$ cat src/sv/alrq_pkg.sv
package alrq_pkg;

    localparam int SRC_W           = 3;
    localparam int SRC_COUNT       = 2 ** SRC_W;
    localparam int NUM_SOURCES_DEF = 8;
    localparam int OP_W            = 2;
    localparam int DATA_W          = 8;

    localparam logic [OP_W-1:0]   OP_ALERT      = 2'd0;
    localparam logic [OP_W-1:0]   OP_RECV       = 2'd1;
    localparam logic [OP_W-1:0]   OP_START_READ = 2'd2;
    localparam logic [DATA_W-1:0] EMPTY_BYTE    = 8'hFF;

    typedef struct packed {
        logic [OP_W-1:0]   operation;
        logic [SRC_W-1:0]  source_id;
        logic [DATA_W-1:0] alert_value;
    } in_word_t;

    typedef struct packed {
        logic [DATA_W-1:0] read_data;
        logic              nack;
        logic              irq_level;
    } out_word_t;

endpackage

$ cat src/sv/alrq_in_reg.sv
module alrq_in_reg (
    input  logic               clk,
    input  logic               rst_n,
    input  logic               req_valid,
    output logic               req_ready,
    input  alrq_pkg::in_word_t req,
    input  logic               step,
    output logic               held,
    output alrq_pkg::in_word_t item
);
    import alrq_pkg::*;

    logic     valid_reg;
    logic     valid_next;
    in_word_t item_reg;

    assign req_ready  = !valid_reg || step;
    assign valid_next = (req_valid && req_ready) || (valid_reg && !step);

    always_ff @(posedge clk or negedge rst_n)
    begin
        if (!rst_n)
        begin
            valid_reg <= 1'b0;
        end
        else
        begin
            valid_reg <= valid_next;
        end
    end

    always_ff @(posedge clk)
    begin
        if (req_valid && req_ready)
        begin
            item_reg <= req;
        end
    end

    assign held = valid_reg;
    assign item = item_reg;

endmodule

$ cat src/sv/alrq_core.sv
module alrq_core #(
    parameter int NUM_SOURCES = alrq_pkg::NUM_SOURCES_DEF
) (
    input  logic                clk,
    input  logic                rst_n,
    input  logic                step,
    input  alrq_pkg::in_word_t  item,
    output alrq_pkg::out_word_t result
);
    import alrq_pkg::*;

    // only SRC_COUNT sources are addressable, so the ring never needs more
    localparam int DEPTH = (NUM_SOURCES < SRC_COUNT) ? NUM_SOURCES : SRC_COUNT;
    localparam int PTR_W = (DEPTH > 1) ? $clog2(DEPTH) : 1;
    localparam int CNT_W = $clog2(DEPTH + 1);
    localparam int SUM_W = CNT_W + 1;

    logic [DEPTH-1:0]  pending_reg;
    logic [DEPTH-1:0]  pending_next;
    logic [PTR_W-1:0]  order_reg [DEPTH];
    logic [DATA_W-1:0] value_reg [DEPTH];
    logic [PTR_W-1:0]  head_reg;
    logic [PTR_W-1:0]  head_next;
    logic [CNT_W-1:0]  count_reg;
    logic [CNT_W-1:0]  count_next;

    logic [PTR_W-1:0]  src_idx;
    logic              src_ok;
    logic              do_push;
    logic              do_pop;
    logic              empty;
    logic [SUM_W-1:0]  tail_sum;
    logic [PTR_W-1:0]  tail;
    logic [PTR_W-1:0]  pop_src;
    logic [DATA_W-1:0] pop_val;
    logic [DATA_W-1:0] rd_data;
    logic              rd_nack;

    assign src_idx  = item.source_id[PTR_W-1:0];
    assign src_ok   = int'(item.source_id) < NUM_SOURCES;
    assign empty    = (count_reg == '0);
    assign tail_sum = SUM_W'(head_reg) + SUM_W'(count_reg);
    assign tail     = (tail_sum >= SUM_W'(DEPTH)) ? PTR_W'(tail_sum - SUM_W'(DEPTH))
                                                  : PTR_W'(tail_sum);
    assign pop_src  = order_reg[head_reg];
    assign pop_val  = value_reg[pop_src];

    always_comb
    begin
        do_push = 1'b0;
        do_pop  = 1'b0;
        rd_data = '0;
        rd_nack = 1'b0;
        unique case (item.operation)
            OP_ALERT:
            begin
                do_push = src_ok && !pending_reg[src_idx];
            end
            OP_RECV:
            begin
                do_pop  = !empty;
                rd_data = empty ? EMPTY_BYTE : pop_val;
            end
            OP_START_READ:
            begin
                rd_nack = empty;
            end
            default:
            begin
            end
        endcase
    end

    always_comb
    begin
        pending_next = pending_reg;
        head_next    = head_reg;
        count_next   = count_reg;
        if (do_push)
        begin
            pending_next[src_idx] = 1'b1;
            count_next            = count_reg + CNT_W'(1);
        end
        if (do_pop)
        begin
            pending_next[pop_src] = 1'b0;
            head_next  = (head_reg == PTR_W'(DEPTH - 1)) ? '0 : head_reg + PTR_W'(1);
            count_next = count_reg - CNT_W'(1);
        end
    end

    assign result = '{read_data: rd_data, nack: rd_nack, irq_level: (count_next != '0)};

    always_ff @(posedge clk or negedge rst_n)
    begin
        if (!rst_n)
        begin
            pending_reg <= '0;
            head_reg    <= '0;
            count_reg   <= '0;
        end
        else if (step)
        begin
            pending_reg <= pending_next;
            head_reg    <= head_next;
            count_reg   <= count_next;
        end
    end

    always_ff @(posedge clk)
    begin
        if (step && do_push)
        begin
            order_reg[tail]    <= src_idx;
            value_reg[src_idx] <= item.alert_value;
        end
    end

    a_count_bound: assert property (@(posedge clk) disable iff (!rst_n)
        count_reg <= CNT_W'(DEPTH))
        else $error("queue count above depth");

    a_flags_match_count: assert property (@(posedge clk) disable iff (!rst_n)
        $countones(pending_reg) == int'(count_reg))
        else $error("pending flags disagree with queue count");

    a_push_counts: assert property (@(posedge clk) disable iff (!rst_n)
        step && do_push |=> count_reg == $past(count_reg) + CNT_W'(1))
        else $error("push did not advance count");

    a_pop_counts: assert property (@(posedge clk) disable iff (!rst_n)
        step && do_pop |=> count_reg == $past(count_reg) - CNT_W'(1)
            && !pending_reg[$past(pop_src)])
        else $error("pop did not retire entry");

endmodule

$ cat src/sv/alrq_out_reg.sv
module alrq_out_reg (
    input  logic                clk,
    input  logic                rst_n,
    input  logic                step,
    input  alrq_pkg::out_word_t result,
    output logic                busy,
    output logic                rsp_valid,
    input  logic                rsp_ready,
    output alrq_pkg::out_word_t rsp
);
    import alrq_pkg::*;

    logic      valid_reg;
    logic      valid_next;
    out_word_t rsp_reg;

    assign valid_next = step || (valid_reg && !rsp_ready);

    always_ff @(posedge clk or negedge rst_n)
    begin
        if (!rst_n)
        begin
            valid_reg <= 1'b0;
        end
        else
        begin
            valid_reg <= valid_next;
        end
    end

    always_ff @(posedge clk)
    begin
        if (step)
        begin
            rsp_reg <= result;
        end
    end

    assign busy      = valid_reg && !rsp_ready;
    assign rsp_valid = valid_reg;
    assign rsp       = rsp_reg;

endmodule

$ cat src/sv/smbus_alert_response_queue.sv
// SMBus alert response queue. Each request word is an alert (source_id,
// alert_value), a receive-byte, or a start-of-read check; each yields one
// response word. Alerts queue their source in arrival order unless already
// pending or out of range; receive-byte pops the oldest and returns its byte
// (0xFF when empty); start-of-read sets nack when empty; irq_level is high
// while any source is pending. One word per cycle sustained while the
// response side accepts: the queue update is combinational between the
// request register and the response register, and stalls on the response
// side hold the request register.
module smbus_alert_response_queue #(
    parameter int NUM_SOURCES = alrq_pkg::NUM_SOURCES_DEF
) (
    input  logic                clk,
    input  logic                rst_n,
    input  logic                req_valid,
    output logic                req_ready,
    input  alrq_pkg::in_word_t  req,
    output logic                rsp_valid,
    input  logic                rsp_ready,
    output alrq_pkg::out_word_t rsp
);
    import alrq_pkg::*;

    logic      held;
    logic      busy;
    logic      step;
    in_word_t  item;
    out_word_t result;

    assign step = held && !busy;

    alrq_in_reg u_in (
        .clk       (clk),
        .rst_n     (rst_n),
        .req_valid (req_valid),
        .req_ready (req_ready),
        .req       (req),
        .step      (step),
        .held      (held),
        .item      (item)
    );

    alrq_core #(
        .NUM_SOURCES (NUM_SOURCES)
    ) u_core (
        .clk    (clk),
        .rst_n  (rst_n),
        .step   (step),
        .item   (item),
        .result (result)
    );

    alrq_out_reg u_out (
        .clk       (clk),
        .rst_n     (rst_n),
        .step      (step),
        .result    (result),
        .busy      (busy),
        .rsp_valid (rsp_valid),
        .rsp_ready (rsp_ready),
        .rsp       (rsp)
    );

endmodule

$ cat config.mk
export PLATFORM = sky130hd
export DESIGN_NAME = smbus_alert_response_queue
export DESIGN_NICKNAME = d
export VERILOG_FILES = /design/src/sv/alrq_pkg.sv /design/src/sv/alrq_in_reg.sv /design/src/sv/alrq_core.sv /design/src/sv/alrq_out_reg.sv /design/src/sv/smbus_alert_response_queue.sv
export SDC_FILE = /design/constraint.sdc
export NUM_CORES = 1
export LEC_CHECK = 0
export BUFFER_PORTS_ARGS = -buffer_cell sky130_fd_sc_hd__buf_2
export CAP_MARGIN = 20
export CORE_MARGIN = 2
export CORE_UTILIZATION = 50
export CTS_CLUSTER_DIAMETER = 40
export DETAILED_ROUTE_END_ITERATION = 10
export PLACE_DENSITY = 0.67
export SLEW_MARGIN = 40
export SYNTH_ARGS = -nofsm -noshare
export SYNTH_HDL_FRONTEND = slang
export SYNTH_SLANG_ARGS = --single-unit
$ cat constraint.sdc
create_clock -name clk -period 3.2 [get_ports clk]
set_clock_uncertainty 0.1 [all_clocks]
set_input_delay 0.64 -clock clk [delete_from_list [all_inputs] [get_ports clk]]
set_output_delay 0.64 -clock clk [all_outputs]
set_load 0.005 [all_outputs]
==> flow_metrics.tcl <==
set metrics [dict create \
    final_max_slew_viol_count 0 \
    arrival_ps 3010 \
    portBuffers 28 \
    die_w_um 108 \
    tightest_slew_ps 735 \
    fin_tns_setup_ps 0 \
    seq_area_um2 3760 \
    io_pins 29 \
    p_per_area_nw_per_um2 894 \
    stdcell_area_um2 6420 \
    drt_iter0_drc 185 \
    cts_resized 0 \
    clock_latency_ps 520 \
    start_util 0.517 \
    mappedNetlistArea_um2 5360 \
    num_rows 37 \
    ant_nets 0 \
    yosys_warnings 0 \
    grt_setup_unrepaired "false" \
    hp-class "in -> reg" \
    place_congestion 0.860 \
    post-route-util 0.619 \
    avgSynthCellArea_um2 16.6 \
    crit_type "reg -> reg" \
    reg2reg_setup_slack_ps 240 \
    cts_buffers 17 \
    cp_cell_sequence "ha_1 -> inv_1 -> fa_1 -> xnor2_1 -> xor2_1 -> nand2_1 -> nor3_1" \
    cts_tree "done" \
    placed_cell_area_um2 5810 \
    cts-root-buf "clkbuf_8" \
    synth-seq-cells 128 \
    grt_use_total 0.195 \
    status "finished clean" \
    dr_total_vias 3038 \
    grt_pass1_wl_mm 16.3 \
    grt_pass1_vias 3030 \
    syn_nets 346 \
    post-synth-top-area-cell "edfxtp_1" \
    diodes 0 \
    clock_path_buffers 2 \
    vias_per_cell 5.74 \
    ys_top_cells_by_area "edfxtp_1 (62%), mux2i_1 (9.3%), dfrtp_1 (7.9%)" \
    drt-total-wl_mm 10.4 \
    report.final.hold_viol_count 0 \
    grt_busiest_layer "met2" \
    dieArea_um2 11600 \
    vdd_ir_drop_max_mv 0.603 \
    grtUsageMet3 0.0557 \
    post-dp-hpwl_mm 6.69 \
    largest_reg_flops 64 \
    layout.nets 403 \
    yosysMostFrequentCell "edfxtp_1" \
    grt_use_met1 0.265 \
    synth_cell_types 50 \
    synth_top_cells_by_count "edfxtp_1 (111), mux2i_1 (50), dfrtp_1 (17)" \
    path_clk_slew_ps 60 \
    maxCapViolations 0 \
    wire_per_inst_um 19.6 \
    netlist_instances 323 \
    critPathLaunchType "flop" \
    overflow 0 \
    grt_max_degree 30 \
    fillers 775 \
    critical_path_required_ps 3250 \
    hold_ws_ps 194 \
    yosys.area.top_type_share 0.622 \
    synth_ff_type "edfxtp_1" \
    drc 0 \
    die_h_um 108 \
    antenna_found_initial 0 \
    grtUsageMet2 0.306 \
    async_flop_share 0.133 \
    layout_min_cycle_time_ps 2960 \
    slowest_stage "dfrtp_1" \
    critPathMaxFanout 10 \
    fin_crit_sh 0.924 \
    synth_edf_count 111 \
    drt_first_pass_iters 5 \
    slew_headroom 0.510 \
    slowest_delay_ps 710 \
    totalPowerFinal_mw 5.74 \
    ys_seq_area_frac 0.701 \
    fmax_ghz 0.338 \
    power_leakage_nw 2.43 \
    drive_gt1_frac 0.257 \
    syn_to_final_growth_pct 19.8 \
    numClockSinks 128 \
    multi_input_area_um2 1550 \
    finalSetupViolCount 0 \
    htreeDepth 4 \
    endpoint_kind "flop" \
    core_um2 10400 \
]
[kinds of logic (layout without fill, tap and decap cells)]
logic type,count (synthesis),in the layout,share of synthesized area
multiplexers,57,57,0.119
flip-flops,128,128,0.701
AO/OA/AOI/OAI,42,42,0.0703
AND/OR/NAND/NOR,64,64,0.0642
buffers and inverters,21,91,0.0219
adder cells (fa/ha/maj),6,6,0.0154
XOR/XNOR,5,5,0.00817
[worst max-delay path, delay by kind of cell (launching register included)]
family,cells,cell delay (ps)
XOR/XNOR,2,540
adder cells (fa/ha/maj),2,630
buffers and inverters,1,50
flip-flops,1,710
AND/OR/NAND/NOR,2,560
[cells in the final DEF, fill, tap and decap left out, types with 3 or more instances in the layout]
| cell | netlist | routed |
|---|---|---|
| edfxtp_1 | 111 | 111 |
| inv_8 | 0 | 3 |
| buf_4 | 4 | 20 |
| dfrtp_1 | 17 | 17 |
| nor4_1 | 7 | 3 |
| nor3_1 | 11 | 11 |
| o211a_1 | 8 | 8 |
| nor2_1 | 7 | 7 |
| mux4_2 | 5 | 5 |
| o21ai_0 | 3 | 3 |
| mux2i_1 | 50 | 49 |
| o32a_1 | 5 | 5 |
| nor4_2 | 0 | 4 |
| inv_6 | 0 | 4 |
| clkinv_4 | 0 | 3 |
| clkbuf_16 | 0 | 16 |
| inv_1 | 7 | 7 |
| nand2_1 | 13 | 13 |
| nand2b_1 | 6 | 6 |
| ha_1 | 5 | 5 |
| o22a_1 | 4 | 4 |
| nand3_1 | 6 | 6 |
| xnor2_1 | 4 | 4 |
| a22oi_1 | 10 | 10 |
| buf_2 | 1 | 28 |
[timing repair]
item                                    CTS  global route
hold buffers                              1             0
endpoints found under the setup margin    0             0
endpoints found under the hold margin    17             0
buffers inserted                          0             0
[metrics by stage]
stage	cells	setup WS [ps]
3_5_place_dp	496	249
3_3_place_gp	496	298
4_1_cts	529	200
6_report	529	242
2_1_floorplan	323	386
5_1_grt	529	69.7
[worst paths after layout]
path / startpoint / to / cells past startpoint
setup / recovery: u_core.head_reg[0] / u_core.order_reg[7][1] / 7
hold / removal: req[5] / u_in.item[5] / 1
max in group asynchronous: rst_n / u_core.pending_reg[3] / 2
setup reg to reg: u_core.head_reg[0] / u_core.order_reg[7][1] / 7
min in group asynchronous: rst_n / u_core.count_reg[0] / 2
hold reg to reg: u_core.pending_reg[3] / u_core.pending_reg[3] / 1
[power breakdown]
| group | internal, mW | leakage [nW] | switching [mW] |
|---|---|---|---|
| Combinational | 0.758 | 0.930 | 0.937 |
| Clock | 1.13 | 0.285 | 0.757 |
| Sequential | 1.98 | 1.22 | 0.170 |
[metal layers]
metal / wire length, um / up-vias / part of all wire
met1: 4560 / 1515 / 0.44
met3: 578 / 12 / 0.056
met2: 5110 / 105 / 0.49
met5: 0 / - / 0
li1: - / 1406 / -
met4: 141 / 0 / 0.014
[area by class of cell]
type,instances,area share
multi-input cells,174,0.241
inverters,9,0.00526
clock inverters,15,0.0273
clock buffers,17,0.0645
repair buffers,50,0.0499
flip-flops and latches,128,0.585
well taps,136,0.0265
(Power assumes the default switching activity.)
